## src/rtl/jpfk_pkg.sv

```systemverilog
// jpfk_pkg: shared widths, micro-op types and helper functions for the
// forward kinematics block. No dependencies; used by every rtl file.
package jpfk_pkg;

  // skeleton size and item layout
  localparam int unsigned MAX_JOINTS = 64;
  localparam int unsigned JIDX_W     = $clog2(MAX_JOINTS);
  localparam int unsigned QW         = 16;   // Q2.14 quaternion component
  localparam int unsigned PW         = 32;   // Q16.16 position component
  localparam int unsigned S_TDATA_W  = 176;
  localparam int unsigned M_TDATA_W  = 168;
  localparam int unsigned ENTRY_W    = 4 * QW + 3 * PW;

  // datapath widths
  localparam int unsigned TQW    = 20;  // rounded quaternion product component
  localparam int unsigned WIDE_W = 40;  // wide multiplier operand
  localparam int unsigned NAR_W  = 20;  // narrow multiplier operand
  localparam int unsigned ACC_W  = WIDE_W + NAR_W;
  localparam int unsigned SUM_W  = 39;  // sum of squares
  localparam int unsigned RND_SH = 14;
  localparam int unsigned SATW   = 41;  // width for 32-bit saturating sums
  localparam logic signed [ACC_W-1:0] RND_HALF = ACC_W'(1) <<< (RND_SH - 1);

  // micro-program lengths
  localparam int unsigned QMUL_STEPS = 16;
  localparam int unsigned ROT_STEPS  = 22;
  localparam int unsigned SQ_STEPS   = 4;

  // negative terms of the hamilton product, bit index = 4*out + term
  localparam logic [15:0] QMUL_NEG = 16'b0100_0010_1000_1110;

  typedef enum logic [2:0] {WK_LQ, WK_LP, WK_PQ, WK_TQ, WK_D, WK_C} wide_kind_e;
  typedef enum logic [1:0] {NK_DQ, NK_PQ, NK_TQ, NK_A} nar_kind_e;
  typedef enum logic [2:0] {DK_TQ, DK_A, DK_D, DK_C, DK_OP, DK_S} dst_kind_e;

  typedef struct packed {
    logic       neg;
    logic       dbl;
    logic       clr;
    logic       last;
    dst_kind_e  dst;
    logic [1:0] dst_idx;
  } mac_ctl_t;

  typedef struct packed {
    wide_kind_e wk;
    logic [1:0] wi;
    nar_kind_e  nk;
    logic [1:0] ni;
    mac_ctl_t   ctl;
  } uop_t;

  typedef struct packed {
    logic       valid;
    dst_kind_e  dst;
    logic [1:0] idx;
  } mac_wb_t;

  function automatic uop_t mk_uop(wide_kind_e wk, logic [1:0] wi, nar_kind_e nk,
                                  logic [1:0] ni, logic neg, logic dbl, logic clr,
                                  logic last, dst_kind_e dst, logic [1:0] di);
    uop_t u;
    u.wk          = wk;
    u.wi          = wi;
    u.nk          = nk;
    u.ni          = ni;
    u.ctl.neg     = neg;
    u.ctl.dbl     = dbl;
    u.ctl.clr     = clr;
    u.ctl.last    = last;
    u.ctl.dst     = dst;
    u.ctl.dst_idx = di;
    return u;
  endfunction

  // out[i] += sign * nar[k] * lq[i^k]
  function automatic uop_t qmul_uop(logic [3:0] step, nar_kind_e nk);
    logic [1:0] i;
    logic [1:0] k;
    i = step[3:2];
    k = step[1:0];
    return mk_uop(WK_LQ, i ^ k, nk, k, QMUL_NEG[step], 1'b0, k == 2'd0, k == 2'd3,
                  DK_TQ, i);
  endfunction

  // sum of squares of the rounded product
  function automatic uop_t sq_uop(logic [1:0] k);
    return mk_uop(WK_TQ, k, NK_TQ, k, 1'b0, 1'b0, k == 2'd0, k == 2'd3, DK_S, 2'd0);
  endfunction

  // rotation of the local position by the parent orientation
  function automatic uop_t rot_uop(logic [4:0] step);
    uop_t u;
    u = '0;
    case (step)
      // a = w^2 - |u|^2
      5'd0:  u = mk_uop(WK_PQ, 2'd0, NK_PQ, 2'd0, 1'b0, 1'b0, 1'b1, 1'b0, DK_A, 2'd0);
      5'd1:  u = mk_uop(WK_PQ, 2'd1, NK_PQ, 2'd1, 1'b1, 1'b0, 1'b0, 1'b0, DK_A, 2'd0);
      5'd2:  u = mk_uop(WK_PQ, 2'd2, NK_PQ, 2'd2, 1'b1, 1'b0, 1'b0, 1'b0, DK_A, 2'd0);
      5'd3:  u = mk_uop(WK_PQ, 2'd3, NK_PQ, 2'd3, 1'b1, 1'b0, 1'b0, 1'b1, DK_A, 2'd0);
      // d = u . v
      5'd4:  u = mk_uop(WK_LP, 2'd0, NK_PQ, 2'd1, 1'b0, 1'b0, 1'b1, 1'b0, DK_D, 2'd0);
      5'd5:  u = mk_uop(WK_LP, 2'd1, NK_PQ, 2'd2, 1'b0, 1'b0, 1'b0, 1'b0, DK_D, 2'd0);
      5'd6:  u = mk_uop(WK_LP, 2'd2, NK_PQ, 2'd3, 1'b0, 1'b0, 1'b0, 1'b1, DK_D, 2'd0);
      // c = u x v
      5'd7:  u = mk_uop(WK_LP, 2'd2, NK_PQ, 2'd2, 1'b0, 1'b0, 1'b1, 1'b0, DK_C, 2'd0);
      5'd8:  u = mk_uop(WK_LP, 2'd1, NK_PQ, 2'd3, 1'b1, 1'b0, 1'b0, 1'b1, DK_C, 2'd0);
      5'd9:  u = mk_uop(WK_LP, 2'd0, NK_PQ, 2'd3, 1'b0, 1'b0, 1'b1, 1'b0, DK_C, 2'd1);
      5'd10: u = mk_uop(WK_LP, 2'd2, NK_PQ, 2'd1, 1'b1, 1'b0, 1'b0, 1'b1, DK_C, 2'd1);
      5'd11: u = mk_uop(WK_LP, 2'd1, NK_PQ, 2'd1, 1'b0, 1'b0, 1'b1, 1'b0, DK_C, 2'd2);
      5'd12: u = mk_uop(WK_LP, 2'd0, NK_PQ, 2'd2, 1'b1, 1'b0, 1'b0, 1'b1, DK_C, 2'd2);
      // r = a*v + 2*d*u + 2*w*c
      5'd13: u = mk_uop(WK_LP, 2'd0, NK_A,  2'd0, 1'b0, 1'b0, 1'b1, 1'b0, DK_OP, 2'd0);
      5'd14: u = mk_uop(WK_D,  2'd0, NK_PQ, 2'd1, 1'b0, 1'b1, 1'b0, 1'b0, DK_OP, 2'd0);
      5'd15: u = mk_uop(WK_C,  2'd0, NK_PQ, 2'd0, 1'b0, 1'b1, 1'b0, 1'b1, DK_OP, 2'd0);
      5'd16: u = mk_uop(WK_LP, 2'd1, NK_A,  2'd0, 1'b0, 1'b0, 1'b1, 1'b0, DK_OP, 2'd1);
      5'd17: u = mk_uop(WK_D,  2'd0, NK_PQ, 2'd2, 1'b0, 1'b1, 1'b0, 1'b0, DK_OP, 2'd1);
      5'd18: u = mk_uop(WK_C,  2'd1, NK_PQ, 2'd0, 1'b0, 1'b1, 1'b0, 1'b1, DK_OP, 2'd1);
      5'd19: u = mk_uop(WK_LP, 2'd2, NK_A,  2'd0, 1'b0, 1'b0, 1'b1, 1'b0, DK_OP, 2'd2);
      5'd20: u = mk_uop(WK_D,  2'd0, NK_PQ, 2'd3, 1'b0, 1'b1, 1'b0, 1'b0, DK_OP, 2'd2);
      5'd21: u = mk_uop(WK_C,  2'd2, NK_PQ, 2'd0, 1'b0, 1'b1, 1'b0, 1'b1, DK_OP, 2'd2);
      default: u = '0;
    endcase
    return u;
  endfunction

  function automatic logic signed [QW-1:0] sat16(logic signed [TQW-1:0] v);
    logic signed [QW-1:0] r;
    if (v > TQW'(32767)) begin
      r = 16'sh7fff;
    end else if (v < -TQW'(32768)) begin
      r = 16'sh8000;
    end else begin
      r = v[QW-1:0];
    end
    return r;
  endfunction

  function automatic logic signed [PW-1:0] sat32(logic signed [SATW-1:0] v);
    logic signed [PW-1:0] r;
    if (v > SATW'(64'sd2147483647)) begin
      r = 32'sh7fffffff;
    end else if (v < -SATW'(64'sd2147483648)) begin
      r = 32'sh80000000;
    end else begin
      r = v[PW-1:0];
    end
    return r;
  endfunction

endpackage

```

## src/rtl/jpfk_mac.sv

```systemverilog
// jpfk_mac: shared signed multiply-accumulate unit, one product per cycle.
// Registered product, then accumulate; depends on jpfk_pkg.
module jpfk_mac (
  input  logic                                 clk_i,
  input  logic                                 rst_ni,
  input  logic                                 issue_i,
  input  jpfk_pkg::mac_ctl_t                   ctl_i,
  input  logic signed [jpfk_pkg::WIDE_W-1:0]   wide_i,
  input  logic signed [jpfk_pkg::NAR_W-1:0]    nar_i,
  output logic signed [jpfk_pkg::ACC_W-1:0]    acc_o,
  output jpfk_pkg::mac_wb_t                    wb_o,
  output logic                                 busy_o
);
  import jpfk_pkg::*;

  logic                    v1_q;
  logic                    v2_q;
  mac_ctl_t                ctl1_q;
  logic signed [ACC_W-1:0] prod_q;
  logic signed [ACC_W-1:0] acc_q;
  dst_kind_e               dst2_q;
  logic [1:0]              idx2_q;
  logic signed [ACC_W-1:0] scaled;
  logic signed [ACC_W-1:0] term;

  // pipeline valid flags
  always_ff @(posedge clk_i or negedge rst_ni) begin
    if (!rst_ni) begin
      v1_q <= 1'b0;
      v2_q <= 1'b0;
    end else begin
      v1_q <= issue_i;
      v2_q <= v1_q & ctl1_q.last;
    end
  end

  // term scaling and sign
  always_comb begin
    scaled = ctl1_q.dbl ? (prod_q <<< 1) : prod_q;
    term   = ctl1_q.neg ? -scaled : scaled;
  end

  // product and accumulator
  always_ff @(posedge clk_i) begin
    prod_q <= wide_i * nar_i;
    ctl1_q <= ctl_i;
    if (v1_q) begin
      acc_q  <= ctl1_q.clr ? term : acc_q + term;
      dst2_q <= ctl1_q.dst;
      idx2_q <= ctl1_q.dst_idx;
    end
  end

  assign acc_o        = acc_q;
  assign wb_o.valid   = v2_q;
  assign wb_o.dst     = dst2_q;
  assign wb_o.idx     = idx2_q;
  assign busy_o       = v1_q | v2_q;

endmodule

```

## config.mk

```make
export PLATFORM = sky130hd
export DESIGN_NAME = jpfk_mac
export DESIGN_NICKNAME = d
export VERILOG_FILES = /design/src/rtl/jpfk_pkg.sv /design/src/rtl/jpfk_mac.sv
export SDC_FILE = /design/constraint.sdc
export NUM_CORES = 2
export LEC_CHECK = 0
export ABC_AREA = 0
export BUFFER_PORTS_ARGS = -buffer_cell sky130_fd_sc_hd__buf_2
export CORE_MARGIN = 3
export CORE_UTILIZATION = 50
export DETAILED_ROUTE_END_ITERATION = 10
export PLACE_DENSITY = 0.78
export SLEW_MARGIN = 40
export SYNTH_ARGS = -nofsm -noshare
export SYNTH_HDL_FRONTEND = slang
export SYNTH_SLANG_ARGS = --single-unit
export TNS_END_PERCENT = 1
```

## constraint.sdc

```tcl
create_clock -name clk_i -period 7 [get_ports clk_i]
set_input_delay 0.7 -clock clk_i [delete_from_list [all_inputs] [get_ports clk_i]]
set_output_delay 0.7 -clock clk_i [all_outputs]
set_load 0.005 [all_outputs]
```

### After elaboration in Yosys (flattened, before gate mapping)

Index checks and enable logic that the tools add are counted.

* input bits: 72
* bits in registers: 136

* multiplexer cells: 3
* $mul: 1
* bitwise logic cells: 2
* $add $sub $neg: 2

Operator list (number)
* $mux 60: 3
* $add 60x60->60: 1
* $mul 40x20->60: 1
* $neg 60->60: 1
* $and 1x1->1: 1
* $or 1x1->1: 1

### Logic depth before layout (Yosys ltp)

* word-level depth: 5
* mapped depth: 29

### Worst setup path before layout

Ideal clock, no wire load.

* path type: input to register
* from: in wide_i[28] (netlist name)
* to: reg prod_q[58]
* required time: 6928 ps
* slack: -129 ps
* cell stages on the path: 25
* arrival: 7057 ps
* cells stage by stage: clkbuf_1 -> nand2_1 -> fa_1 -> inv_1 -> fa_1 -> inv_1 -> fa_1 -> inv_1 -> fa_1 -> fa_1 -> fa_1 -> inv_1 -> fa_1 -> inv_1 -> ha_1 -> a21o_1 -> a221o_1 -> a211oi_1 -> nor3_1 -> o21ai_0 -> o211ai_1 -> a41o_1 -> a21o_1 -> a21oi_1 -> xnor2_1

* word-level cells in the longest chain between the ends: 1

RTL lines
* start: declaration: RTL line jpfk_mac.sv:8 `input logic signed [jpfk_pkg::WIDE_W-1:0] wide_i,`
* $mul 40x20->60: RTL line jpfk_mac.sv:45 `prod_q <= wide_i * nar_i;`
* end signal: assignment: RTL line jpfk_mac.sv:45
* end: declaration: RTL line jpfk_mac.sv:19 `logic signed [ACC_W-1:0] prod_q;`

No other way between the ends.
A chain may end at the register's enable or synchronous reset.

### Worst setup path in the final report

* from: in wide_i[22] (netlist name)
* to: reg prod_q[56]

Same word-level chain as after synthesis.

==> summary.md <==
| Metric | Value |
|---|---|
| Status | finished, final reports clean |
| Initial Util | 0.508 |
| CP Data Required Time | 7.37 ns |
| Port buffer count | 138 |
| Clock Sinks | about 140 |
| Syn Std Cell Area | about 37000 sq um |
| Place WS | -0.626 ns |
| Hold buffer count at cts | 0 |
| Type of the worst min-delay path | in -> async |
| CP Launch Type | input pin |
| Share of cells above drive strength 1 | 0.133 |
| Via-to-Cell Ratio | roughly 5.4 |
| Final #Nets | 5577 |
| Slew headroom | 0.458 |
| Mux contribution to synthesized area | 0.0124 |
| Inserted Diodes | 0 |
| Min cycle time layout | 6.91 ns |
| RSZ-0062 raised after global routing | yes |
| Number of nets with antenna violations after routing | 0 |
| Root buf cell | clkbuf_16 |
| Crit Path Category | in -> reg |
| Clk_skew | 0.0115 ns |
| Synth Flop Type | dfxtp_1 |
| Row cnt | a little under 100 |
| DRC marker count from the first detailed-route iteration | 2299 |
| Post-Route WL | 96400 um |
| DPL Wire Length | 81700 um |
| Filler cells | 6306 |
| Die X-Extent | 279 um |
| Vias in the first global route | 31000 |
| CTS tree | yes |
| FFs w/ async S/R, synth | 0.0147 |
| Total vias in the final route | 29800 |
| Placed inst area | 41200 sq um |
| Routed WL per cell | 17.6 um |
| Final non-filler cell total | 5489 |
| H-tree depth | 4 |
| Setup violators final | 0 |
| Least-Margin Pin Slew | around 0.79 ns |
| Buffer levels on the longest clock path | 2 |
| RR Startpoint | ctl1_q[7] |
| Post-Synth Adder-Cell Area | 0.489 |
| Synth Area in Simple Gates | 0.164 |
| Sequential-to-total area share from yosys stat | 0.0908 |
| Die height | 279 um |
| Insertion delay to the later sink of the worst-skew pair | 0.45 ns |
| Pin count of the biggest net entering global routing | roughly 110 |
| Total gr overflow | 0 |
| Max_cap viols | 0 |
| Initial antenna violation count | 0 |
| Mapped Cells | 4239 |
| Synth cell types | 81 |
| Commonest cells after routing, fill and taps aside | inv_1, fa_1, nand2_1 |
| Setup ws final | 0.0924 ns |
| Die area | 77800 sq um |
| DRC viols | 0 |
| Yosys Warn Count | 0 |
| Core area | about 73000 sq um |
| Top-level port count | between 100 and 150 |
| Total CTS buffers | 17 |
| GP Congestion | about 0.95 |
| Clk pin slew, worst setup/hold paths | 0.06 ns |
| Critical Path Source | wide_i[22] |
| Gr usage total | 0.254 |
| Most common cell after layout, fill and taps aside | inv_1 |
| Number of synthesized flops with an enable pin | 65 |
| Critical path fanouts, max | 9 |
| Synth Area per Inst | 8.79 sq um |
| First-pass GRT wire length | around 160000 um |
| Placed cells | 5454 |
| Synth Register Bits | 136 |
| Pre-antenna DRT Iters | 6 |
| Final TNS setup | 0 ns |
| Max Fclk | 0.145 GHz |
| Main combinational cell family by area after synthesis | adder cells |
| XOR/XNOR share of the synthesized area | 0.0372 |
| Area of all placed cells without fillers | 42000 sq um |
| Final Hold Viols | 0 |
| Crit share post-route | 0.987 |
| Max-slew violations | 0 |
| Compound-Gate Fraction of Synth Area | 0.0991 |
| Arr. time, crit path | 7.28 ns |
| Crit. End Element | register |
| P&R area growth vs syn | 12.8% |
| Mapped Nets | 5299 |
-- cells by family after synthesis --
| logic type | after synthesis |
|---|---|
| AND/OR/NAND/NOR | 1268 |
| AO/OA/AOI/OAI | 581 |
| adder cells (fa/ha/maj) | 988 |
| multiplexers | 44 |
| XOR/XNOR | 158 |
| buffers and inverters | 1064 |
| flip-flops | 136 |
-- layer usage --
metal / GRT usage / vias up / wire [um]
met5: 0 / - / 0
met4: 0.0708 / 0 / 2710
met3: 0.0516 / 172 / 8000
met2: 0.424 / 1176 / 45500
met1: 0.339 / 14900 / 40200
li1: - / 13600 / -
-- sequential cells by signal, indices dropped and copies added, names as in the netlist --
| register | count |
|---|---|
| acc_o | 60 |
| prod_q | 60 |
| ctl1_q | 9 |
| dst2_q | 3 |
| idx2_q | 2 |
| v1_q | 1 |
| v2_q | 1 |
-- path summary, 6_finish.rpt --
check,to,slack (ns),cells after the start
min in group clk_i,ctl1_q[6],0.35,1
min,v1_q,0.03,1
min reg2reg,dst2_q[1],0.41,0
max reg2reg,acc_o[57],0.61,20
max,prod_q[56],0.09,25
max in group asynchronous,v1_q,6.86,1
-- through the flow --
| stage | utilization | hold WS [ns] |
|---|---|---|
| floorplan | - | 0.386 |
| global placement | 0.561 | 0.386 |
| detailed placement | 0.562 | 0.391 |
| CTS | 0.570 | 0.0113 |
| global route | 0.573 | 0.0183 |
| finish | 0.573 | 0.0329 |
-- synth_stat cells, types with 28 or more instances --
cell      instances  area [sq um]
a21o_1           62           465
a21oi_1         169           846
and2_1          322          2010
clkbuf_1        213           800
dfxtp_1          69          1380
edfxtp_1         65          1950
fa_1            781         15600
ha_1            207          2590
inv_1           836          3140
nand2_1         603          2260
nand2b_1         28           175
nand3_1          47           235
nor2_1          130           488
nor3_1           35           175
o211ai_1         33           248
o21ai_0         145           726
xnor2_1          95           832
xor2_1           63           552
-- critical path, stage by stage --
cell,delay [ns]
clkbuf_4,0.23
nand2_1,0.12
fa_1,0.55
inv_1,0.06
fa_1,0.52
inv_1,0.05
fa_1,0.49
inv_1,0.06
fa_1,0.56
fa_1,0.43
fa_1,0.51
inv_1,0.06
fa_1,0.56
inv_1,0.07
ha_1,0.30
a21oi_1,0.20
a2bb2oi_2,0.18
a21oi_1,0.13
a2111o_1,0.37
o21ai_2,0.23
o211ai_1,0.16
a41o_1,0.25
a21o_1,0.19
a21oi_2,0.14
xnor2_1,0.13
-- final cells by class --
cell class / count / area (sq um) / area share
clock buffers: 19 / 464 / 0.0110
clock inverters: 13 / 133 / 0.00316
inverters: 836 / 3140 / 0.0747
multi-input cells: 3039 / 30000 / 0.714
flip-flops and latches: 136 / 3390 / 0.0807
well taps: 959 / 1200 / 0.0286
repair buffers: 487 / 3710 / 0.0883
-- what timing repair did --
item / CTS / global route
cloned: 0 / 0
resized for setup: 8 / 55
setup buffers: 0 / 3
endpoints found under the setup margin: 9 / 22
pin swaps: 0 / 17
Power is not shown: default switching activity piles up to over one toggle a cycle in this logic, so the estimate is an artifact.
