$ cat config.mk
export PLATFORM = sky130hd
export DESIGN_NAME = jpfk_norm
export DESIGN_NICKNAME = d
export VERILOG_FILES = /design/src/rtl/jpfk_pkg.sv /design/src/rtl/jpfk_norm.sv
export SDC_FILE = /design/constraint.sdc
export NUM_CORES = 1
export LEC_CHECK = 0
export ABC_AREA = 1
export BUFFER_PORTS_ARGS = -buffer_cell sky130_fd_sc_hd__buf_2
export CELL_PAD_IN_SITES_DETAIL_PLACEMENT = 2
export CELL_PAD_IN_SITES_GLOBAL_PLACEMENT = 2
export CORE_MARGIN = 1
export CORE_UTILIZATION = 32
export CTS_CLUSTER_SIZE = 24
export DETAILED_ROUTE_END_ITERATION = 8
export HOLD_SLACK_MARGIN = 0.06
export PLACE_DENSITY = 0.9
export SLEW_MARGIN = 30
export SYNTH_ARGS = -nofsm -noshare
export SYNTH_HDL_FRONTEND = slang
export SYNTH_SLANG_ARGS = --single-unit
$ cat constraint.sdc
create_clock -name clk_i -period 9.51 [get_ports clk_i]
set_input_delay 1.902 -clock clk_i [delete_from_list [all_inputs] [get_ports clk_i]]
set_output_delay 1.902 -clock clk_i [all_outputs]
set_load 0.03 [all_outputs]
$ cat src/rtl/jpfk_pkg.sv
// jpfk_pkg: shared widths, micro-op types and helper functions for the
// forward kinematics block. No dependencies; used by every rtl file.
package jpfk_pkg;

  // skeleton size and item layout
  localparam int unsigned MAX_JOINTS = 64;
  localparam int unsigned JIDX_W     = $clog2(MAX_JOINTS);
  localparam int unsigned QW         = 16;   // Q2.14 quaternion component
  localparam int unsigned PW         = 32;   // Q16.16 position component
  localparam int unsigned S_TDATA_W  = 176;
  localparam int unsigned M_TDATA_W  = 168;
  localparam int unsigned ENTRY_W    = 4 * QW + 3 * PW;

  // datapath widths
  localparam int unsigned TQW    = 20;  // rounded quaternion product component
  localparam int unsigned WIDE_W = 40;  // wide multiplier operand
  localparam int unsigned NAR_W  = 20;  // narrow multiplier operand
  localparam int unsigned ACC_W  = WIDE_W + NAR_W;
  localparam int unsigned SUM_W  = 39;  // sum of squares
  localparam int unsigned RND_SH = 14;
  localparam int unsigned SATW   = 41;  // width for 32-bit saturating sums
  localparam logic signed [ACC_W-1:0] RND_HALF = ACC_W'(1) <<< (RND_SH - 1);

  // micro-program lengths
  localparam int unsigned QMUL_STEPS = 16;
  localparam int unsigned ROT_STEPS  = 22;
  localparam int unsigned SQ_STEPS   = 4;

  // negative terms of the hamilton product, bit index = 4*out + term
  localparam logic [15:0] QMUL_NEG = 16'b0100_0010_1000_1110;

  typedef enum logic [2:0] {WK_LQ, WK_LP, WK_PQ, WK_TQ, WK_D, WK_C} wide_kind_e;
  typedef enum logic [1:0] {NK_DQ, NK_PQ, NK_TQ, NK_A} nar_kind_e;
  typedef enum logic [2:0] {DK_TQ, DK_A, DK_D, DK_C, DK_OP, DK_S} dst_kind_e;

  typedef struct packed {
    logic       neg;
    logic       dbl;
    logic       clr;
    logic       last;
    dst_kind_e  dst;
    logic [1:0] dst_idx;
  } mac_ctl_t;

  typedef struct packed {
    wide_kind_e wk;
    logic [1:0] wi;
    nar_kind_e  nk;
    logic [1:0] ni;
    mac_ctl_t   ctl;
  } uop_t;

  typedef struct packed {
    logic       valid;
    dst_kind_e  dst;
    logic [1:0] idx;
  } mac_wb_t;

  function automatic uop_t mk_uop(wide_kind_e wk, logic [1:0] wi, nar_kind_e nk,
                                  logic [1:0] ni, logic neg, logic dbl, logic clr,
                                  logic last, dst_kind_e dst, logic [1:0] di);
    uop_t u;
    u.wk          = wk;
    u.wi          = wi;
    u.nk          = nk;
    u.ni          = ni;
    u.ctl.neg     = neg;
    u.ctl.dbl     = dbl;
    u.ctl.clr     = clr;
    u.ctl.last    = last;
    u.ctl.dst     = dst;
    u.ctl.dst_idx = di;
    return u;
  endfunction

  // out[i] += sign * nar[k] * lq[i^k]
  function automatic uop_t qmul_uop(logic [3:0] step, nar_kind_e nk);
    logic [1:0] i;
    logic [1:0] k;
    i = step[3:2];
    k = step[1:0];
    return mk_uop(WK_LQ, i ^ k, nk, k, QMUL_NEG[step], 1'b0, k == 2'd0, k == 2'd3,
                  DK_TQ, i);
  endfunction

  // sum of squares of the rounded product
  function automatic uop_t sq_uop(logic [1:0] k);
    return mk_uop(WK_TQ, k, NK_TQ, k, 1'b0, 1'b0, k == 2'd0, k == 2'd3, DK_S, 2'd0);
  endfunction

  // rotation of the local position by the parent orientation
  function automatic uop_t rot_uop(logic [4:0] step);
    uop_t u;
    u = '0;
    case (step)
      // a = w^2 - |u|^2
      5'd0:  u = mk_uop(WK_PQ, 2'd0, NK_PQ, 2'd0, 1'b0, 1'b0, 1'b1, 1'b0, DK_A, 2'd0);
      5'd1:  u = mk_uop(WK_PQ, 2'd1, NK_PQ, 2'd1, 1'b1, 1'b0, 1'b0, 1'b0, DK_A, 2'd0);
      5'd2:  u = mk_uop(WK_PQ, 2'd2, NK_PQ, 2'd2, 1'b1, 1'b0, 1'b0, 1'b0, DK_A, 2'd0);
      5'd3:  u = mk_uop(WK_PQ, 2'd3, NK_PQ, 2'd3, 1'b1, 1'b0, 1'b0, 1'b1, DK_A, 2'd0);
      // d = u . v
      5'd4:  u = mk_uop(WK_LP, 2'd0, NK_PQ, 2'd1, 1'b0, 1'b0, 1'b1, 1'b0, DK_D, 2'd0);
      5'd5:  u = mk_uop(WK_LP, 2'd1, NK_PQ, 2'd2, 1'b0, 1'b0, 1'b0, 1'b0, DK_D, 2'd0);
      5'd6:  u = mk_uop(WK_LP, 2'd2, NK_PQ, 2'd3, 1'b0, 1'b0, 1'b0, 1'b1, DK_D, 2'd0);
      // c = u x v
      5'd7:  u = mk_uop(WK_LP, 2'd2, NK_PQ, 2'd2, 1'b0, 1'b0, 1'b1, 1'b0, DK_C, 2'd0);
      5'd8:  u = mk_uop(WK_LP, 2'd1, NK_PQ, 2'd3, 1'b1, 1'b0, 1'b0, 1'b1, DK_C, 2'd0);
      5'd9:  u = mk_uop(WK_LP, 2'd0, NK_PQ, 2'd3, 1'b0, 1'b0, 1'b1, 1'b0, DK_C, 2'd1);
      5'd10: u = mk_uop(WK_LP, 2'd2, NK_PQ, 2'd1, 1'b1, 1'b0, 1'b0, 1'b1, DK_C, 2'd1);
      5'd11: u = mk_uop(WK_LP, 2'd1, NK_PQ, 2'd1, 1'b0, 1'b0, 1'b1, 1'b0, DK_C, 2'd2);
      5'd12: u = mk_uop(WK_LP, 2'd0, NK_PQ, 2'd2, 1'b1, 1'b0, 1'b0, 1'b1, DK_C, 2'd2);
      // r = a*v + 2*d*u + 2*w*c
      5'd13: u = mk_uop(WK_LP, 2'd0, NK_A,  2'd0, 1'b0, 1'b0, 1'b1, 1'b0, DK_OP, 2'd0);
      5'd14: u = mk_uop(WK_D,  2'd0, NK_PQ, 2'd1, 1'b0, 1'b1, 1'b0, 1'b0, DK_OP, 2'd0);
      5'd15: u = mk_uop(WK_C,  2'd0, NK_PQ, 2'd0, 1'b0, 1'b1, 1'b0, 1'b1, DK_OP, 2'd0);
      5'd16: u = mk_uop(WK_LP, 2'd1, NK_A,  2'd0, 1'b0, 1'b0, 1'b1, 1'b0, DK_OP, 2'd1);
      5'd17: u = mk_uop(WK_D,  2'd0, NK_PQ, 2'd2, 1'b0, 1'b1, 1'b0, 1'b0, DK_OP, 2'd1);
      5'd18: u = mk_uop(WK_C,  2'd1, NK_PQ, 2'd0, 1'b0, 1'b1, 1'b0, 1'b1, DK_OP, 2'd1);
      5'd19: u = mk_uop(WK_LP, 2'd2, NK_A,  2'd0, 1'b0, 1'b0, 1'b1, 1'b0, DK_OP, 2'd2);
      5'd20: u = mk_uop(WK_D,  2'd0, NK_PQ, 2'd3, 1'b0, 1'b1, 1'b0, 1'b0, DK_OP, 2'd2);
      5'd21: u = mk_uop(WK_C,  2'd2, NK_PQ, 2'd0, 1'b0, 1'b1, 1'b0, 1'b1, DK_OP, 2'd2);
      default: u = '0;
    endcase
    return u;
  endfunction

  function automatic logic signed [QW-1:0] sat16(logic signed [TQW-1:0] v);
    logic signed [QW-1:0] r;
    if (v > TQW'(32767)) begin
      r = 16'sh7fff;
    end else if (v < -TQW'(32768)) begin
      r = 16'sh8000;
    end else begin
      r = v[QW-1:0];
    end
    return r;
  endfunction

  function automatic logic signed [PW-1:0] sat32(logic signed [SATW-1:0] v);
    logic signed [PW-1:0] r;
    if (v > SATW'(64'sd2147483647)) begin
      r = 32'sh7fffffff;
    end else if (v < -SATW'(64'sd2147483648)) begin
      r = 32'sh80000000;
    end else begin
      r = v[PW-1:0];
    end
    return r;
  endfunction

endpackage

$ cat src/rtl/jpfk_norm.sv
// jpfk_norm: quaternion normalizer, bit-serial square root of the sum of
// squares then one restoring divide per component; depends on jpfk_pkg.
module jpfk_norm (
  input  logic                               clk_i,
  input  logic                               rst_ni,
  input  logic                               start_i,
  input  logic [jpfk_pkg::SUM_W-1:0]         s_i,
  input  logic signed [jpfk_pkg::TQW-1:0]    q_i [4],
  output logic                               done_o,
  output logic signed [jpfk_pkg::QW-1:0]     oq_o [4]
);
  import jpfk_pkg::*;

  localparam int unsigned SQ_W     = SUM_W + 16;
  localparam int unsigned SQ_ITERS = (SQ_W + 1) / 2;
  localparam int unsigned QUOT_W   = 17;
  localparam int unsigned DV_W     = 45;
  localparam int unsigned MAG_SH   = 22;

  typedef enum logic [2:0] {N_IDLE, N_SQRT, N_DPREP, N_DIV, N_FIN, N_DONE} nstate_e;

  nstate_e                 state_q;
  logic [4:0]              cnt_q;
  logic [1:0]              comp_q;
  logic [SQ_W-1:0]         x_q;
  logic [SQ_W-1:0]         res_q;
  logic [SQ_W-1:0]         bit_q;
  logic [DV_W-1:0]         rem_q;
  logic [DV_W-1:0]         dv_q;
  logic [QUOT_W-1:0]       quot_q;
  logic signed [TQW-1:0]   qc_q [4];
  logic signed [QW-1:0]    oq_q [4];
  logic [SQ_W-1:0]         trial;
  logic                    sq_ge;
  logic [TQW-1:0]          mag;
  logic signed [TQW-1:0]   qv;

  // root step compare and component magnitude
  always_comb begin
    trial = res_q + bit_q;
    sq_ge = x_q >= trial;
    mag   = qc_q[comp_q][TQW-1] ? TQW'(-qc_q[comp_q]) : TQW'(qc_q[comp_q]);
    qv    = $signed(TQW'(quot_q));
  end

  // sequencer state
  always_ff @(posedge clk_i or negedge rst_ni) begin
    if (!rst_ni) begin
      state_q <= N_IDLE;
      cnt_q   <= '0;
      comp_q  <= '0;
    end else begin
      case (state_q)
        N_IDLE: begin
          if (start_i) begin
            cnt_q   <= '0;
            comp_q  <= '0;
            state_q <= (s_i == '0) ? N_DONE : N_SQRT;
          end
        end
        N_SQRT: begin
          cnt_q <= cnt_q + 5'd1;
          if (cnt_q == 5'(SQ_ITERS - 1)) begin
            state_q <= N_DPREP;
          end
        end
        N_DPREP: begin
          cnt_q   <= '0;
          state_q <= N_DIV;
        end
        N_DIV: begin
          cnt_q <= cnt_q + 5'd1;
          if (cnt_q == 5'(QUOT_W - 1)) begin
            state_q <= N_FIN;
          end
        end
        N_FIN: begin
          comp_q  <= comp_q + 2'd1;
          state_q <= (comp_q == 2'd3) ? N_DONE : N_DPREP;
        end
        N_DONE: state_q <= N_IDLE;
        default: state_q <= N_IDLE;
      endcase
    end
  end

  // root and divide datapath
  always_ff @(posedge clk_i) begin
    case (state_q)
      N_IDLE: begin
        if (start_i) begin
          qc_q  <= q_i;
          x_q   <= {s_i, 16'b0};
          res_q <= '0;
          bit_q <= SQ_W'(1) << (SQ_W - 1);
          if (s_i == '0) begin
            for (int i = 0; i < 4; i++) begin
              oq_q[i] <= '0;
            end
          end
        end
      end
      N_SQRT: begin
        if (sq_ge) begin
          x_q   <= x_q - trial;
          res_q <= (res_q >> 1) + bit_q;
        end else begin
          res_q <= res_q >> 1;
        end
        bit_q <= bit_q >> 2;
      end
      N_DPREP: begin
        rem_q  <= (DV_W'(mag) << MAG_SH) + DV_W'(res_q >> 1);
        dv_q   <= DV_W'(res_q) << (QUOT_W - 1);
        quot_q <= '0;
      end
      N_DIV: begin
        if (rem_q >= dv_q) begin
          rem_q  <= rem_q - dv_q;
          quot_q <= {quot_q[QUOT_W-2:0], 1'b1};
        end else begin
          quot_q <= {quot_q[QUOT_W-2:0], 1'b0};
        end
        dv_q <= dv_q >> 1;
      end
      N_FIN: begin
        oq_q[comp_q] <= sat16(qc_q[comp_q][TQW-1] ? -qv : qv);
      end
      default: ;
    endcase
  end

  assign done_o = (state_q == N_DONE);
  assign oq_o   = oq_q;

endmodule

* After elaboration in Yosys (flattened, before gate mapping) *
Cells that the tools add are included.
W data, S select, Z words.

word-level totals
  register bits after elaboration = 426
  bits of input ports = 122
  output and inout bits = 65
  word-level logic and storage cells = 100

operators by class
  add/subtract/negate cells = 9
  $lt $le $gt $ge = 6
  equality and inequality tests = 14
  mux-type cells = 37
  bitwise gates (word level) = 1
  reductions and logical operators = 16

operators by type and width
  cell                    count
  $pmux W55 S2            3
  $mux W55                5
  $pmux W45 S2            2
  $mux W64                2
  $pmux W64 S2            1
  $mux W20                4
  $bwmux W64              1
  $mux W16                4
  $add A54 B55 Y55        1
  $add A55 B55 Y55        1
  $ge A55 B55 Y1          1
  $sub A55 B55 Y55        1
  $add A42 B45 Y45        1
  $ge A45 B45 Y1          1
  $mux W45                1
  $sub A45 B45 Y45        1
  $bmux W20 S2            1
  $logic_not A39 Y1       1
  $pmux W17 S2            1
  $demux W16 S2           1
  $gt A20 B16 Y1 const B  1
  $lt A20 B16 Y1 const B  1
  $neg A17 Y20            1
  $neg A20 Y20            1
  other kinds (25)        45

* Depth between registers and ports, before layout *
  word-level depth = 11
  depth in mapped cells = 32
  gate-level depth less buffers = 31

* Worst setup path after synthesis *
OpenSTA, ideal clock, no wires.

  path type = in2reg
  start = in start_i
  end = reg x_q[0] (enable)
  library setup time = 0.409 ns
  arrival = 9.834 ns
  data required time = 9.101 ns
  setup slack = -0.734 ns
  stages on the path = 4
  path buffers = 0
  path through = nand2_1 o21ai_0 o21ai_0 inv_1

between the ends
  word-level cells in the longest chain between the ends = 2

RTL lines
  what                                line              text
  start: declaration                  jpfk_norm.sv:6    input logic start_i,
  $ne A2 B2 Y1 (no source line)       --
  $reduce_and A3 Y1 (no source line)  --
  end signal: assignment              jpfk_norm.sv:93   x_q <= {s_i, 16'b0};
  end signal: assignment              jpfk_norm.sv:105  x_q <= x_q - trial;
  end: declaration                    jpfk_norm.sv:25   logic [SQ_W-1:0] x_q;

Every way passes these cells.
A chain may end at the register's enable or synchronous reset.

* Worst setup path in the final report *
  start = reg res_q[40]
  end = reg x_q[50] (enable)

between the ends
  word-level cells in the longest chain between the ends = 4

RTL lines
  what                                line              text
  start: declaration                  jpfk_norm.sv:26   logic [SQ_W-1:0] res_q;
  start signal: assignment            jpfk_norm.sv:106  res_q <= (res_q >> 1) + bit_q;
  start signal: assignment            jpfk_norm.sv:108  res_q <= res_q >> 1;
  $add A55 B55 Y55                    jpfk_norm.sv:40   trial = res_q + bit_q;
  $ge A55 B55 Y1                      jpfk_norm.sv:41   sq_ge = x_q >= trial;
  $ne A2 B2 Y1 (no source line)       --
  $reduce_and A3 Y1 (no source line)  --

Every way passes these cells.

==> results.ini <==
[worst_setup_path]
arrival_ns = 7.48
path_cells = ha_1 -> nand2_1 -> inv_1 -> nand3_1 -> nor2_1 -> inv_1 -> nor3_1 -> nand3_1 -> nand3b_1 -> nand2_1 -> ha_1 -> nand2_1 -> nor3_1 -> nand2_1 -> nor2_1 -> nand2_2 -> nand3_4 -> buf_4 -> o21ai_0 -> inv_2 -> buf_4
cp_slowest_cell = edfxtp_1
slowest_delay_ns = 0.69
end_kind = register
crit_top_cell = nand2_1
startpoint = res_q[40]$_SDFFCE_PN0P_
ff2ff_setup_slack_ns = 2.31
cp_max_fo = 55
setup.worst_path.class = reg2reg
critPathRequiredTime_ns = 9.79
rr_startpoint = res_q[40]$_SDFFCE_PN0P_
reg2reg_depth = 21
start_kind = register

[outcome]
status = finished, final reports clean

[floorplanning]
pin_count = 187
dieArea_sq_mm = 0.107
start_util = 0.322
die_x_microns = 327
core_area_sq_mm = 0.105
rows = 119
die_h_microns = 327

[layout]
drive_gt1_frac = 0.0679
fin_nets = 5552
syn_to_final_growth_pct = 12.4
multiInputGateArea_sq_mm = 0.0186
fillers = 12814
regArea_sq_mm = 0.0119

[detailed_routing]
drc_errors = 0
drtAntennaViolNets = 0
routedWlPerCell_microns = 27.0
routed_wl_mm = 180
drt_iter0_drc = 3128
num_vias = 38028
viasPerCell = 5.69
drt_first_pass_iters = 5

[clock_network]
clk_pin_slew_ns = 0.06
cts_tree = built
cts_max_level = 2
post_cts_buffers = 0
ctsHoldBuffers = 0
cts.sinks = 399
cts_root_buf = clkbuf_16
clock_latency_ns = 0.72
cts_resized = 0
clock_path_buffers = 3
cts_made_buffers = 51

[sta]
finalCritPeriodShare = 0.757
rsz0062_at_grt = no
finalHoldViolCount = 0
worst_hold_slack_ns = 0.562
drv_slew = 0
relSlewSlack = 0.321
tns_ns = 0
final-setup-viol-count = 0
fmax_ghz = 0.139
layout_min_cycle_time_ns = 7.20
tightestPinTransition_ns = 1.02
skew_ns = 0.0674

[synthesis]
synth_area_sq_mm = 0.0339
avgSynthCellArea_sq_um = 6.66
synth_enable_flop_cells = 389
yosysUniqueCellTypes = 56
synth-async-reset-ratio = 0.0251
synth_common_cells = nand2_1, inv_1, nor2_1, edfxtp_1, nand3_1
synthTopCellsByArea = edfxtp_1, nand2_1, inv_1
yosysTopAreaCellShare = 0.345
synth_most_common_cell = nand2_1
syn_inst = 5092
synthFlopType = edfxtp_1
synth-seq-cells = 399
seq_area_frac_synth = 0.352
syn_nets = 5401
synth_warnings = 0
synth_top_area_cell = edfxtp_1

[min_path]
holdPathStages = 2
min_path_type = reg2reg
hp-start = oq_o[12]$_SDFFCE_PN0P_

[placement]
io_buffers = 186
dp_hpwl_mm = 130
gp_congestion = 0.950

[global_route]
antenna_found_initial = 3
grt_first_pass_wirelength_mm = 265
grtUsageTotal = 0.326
overflow = 0
grt_pass1_vias = 41280
grt_start_max_net_pins = 82

[job]
maxCapViolCount = 0

cell families after synthesis:
| kind of cell | count (synthesis) | synth area share |
|---|---|---|
| fa+ha+maj | 187 | 0.0697 |
| compound gates | 576 | 0.0892 |
| xor+xnor | 122 | 0.0315 |
| mux | 1 | 0.000295 |
| buf+inv | 902 | 0.102 |
| simple gates | 2905 | 0.355 |
| flops | 399 | 0.352 |
sequential cells by signal, summed over array words and instances (netlist names):
name and count:
bit_q 28, dv_q 45, oq_o 64, state_q 3
res_q 55, x_q 55, quot_q 17, rem_q 45
comp_q 2, cnt_q 5, qc_q 80
per-stage QoR:
stage	std cells	instance area [sq um]	setup WS [ns]	util
detailed placement	6581	36300	2.68	0.345
finish	6679	38100	2.31	0.362
floorplan	5092	33900	1.70	-
global route	6679	38100	2.17	0.362
global placement	6581	36300	2.78	0.345
CTS	6677	38100	2.61	0.362
final timing paths:
check,end
hold / removal,oq_o[12]$_SDFFCE_PN0P_
min in group asynchronous,cnt_q[0]$_DFFE_PN0P_
max in group asynchronous,cnt_q[3]$_DFFE_PN0P_
hold reg to reg,oq_o[12]$_SDFFCE_PN0P_
setup / recovery,x_q[50]$_DFFE_PP_
setup reg to reg,x_q[50]$_DFFE_PP_
per-layer routing:
metal,share of wire,global-route usage
met3,0.065,0.0528
met2,0.48,0.560
met4,0.058,0.172
met1,0.40,0.388
met5,0.000067,0
critical path, delay by kind of cell, from the launching register on:
family | cells | cell delay [ns]
flip-flops | 1 | 0.69
AO/OA/AOI/OAI | 1 | 0.17
AND/OR/NAND/NOR | 13 | 3.35
adder cells (fa/ha/maj) | 2 | 0.96
buffers and inverters | 5 | 1.47
cell usage in the layout (no fill, tap or decap), types with 6 or more instances in the layout:
| master | n |
|---|---|
| nand2_1 | 1732 |
| inv_1 | 769 |
| nor2_1 | 534 |
| edfxtp_1 | 389 |
| nand3_1 | 378 |
| a21oi_1 | 274 |
| o21ai_0 | 228 |
| buf_2 | 186 |
| ha_1 | 184 |
| nand4_1 | 103 |
| xor2_1 | 75 |
| nor3_1 | 60 |
| clkbuf_16 | 51 |
| xnor2_1 | 47 |
| nand3b_1 | 27 |
| inv_2 | 21 |
| buf_4 | 20 |
| o21ai_1 | 17 |
| o21bai_1 | 17 |
| nor4_1 | 14 |
| clkinv_2 | 13 |
| nor2_2 | 12 |
| and2_1 | 11 |
| dfrtp_1 | 10 |
| or2_2 | 9 |
| bufinv_16 | 7 |
| clkbuf_1 | 7 |
| nand2_2 | 6 |
| clkinv_4 | 6 |
cell type report:
cell class,count,share of cell area
inverter,793,0.0784
clock inverter,38,0.0125
tap,1391,0.0457
sequential,399,0.313
clock buffer,58,0.0342
antenna,2,0.000131
timing repair buffer,207,0.0287
multi-input combinational,3791,0.487
Power is left out: the tool's default activity adds up to more than one toggle a clock period on the data nets, which glitch-free logic cannot reach.
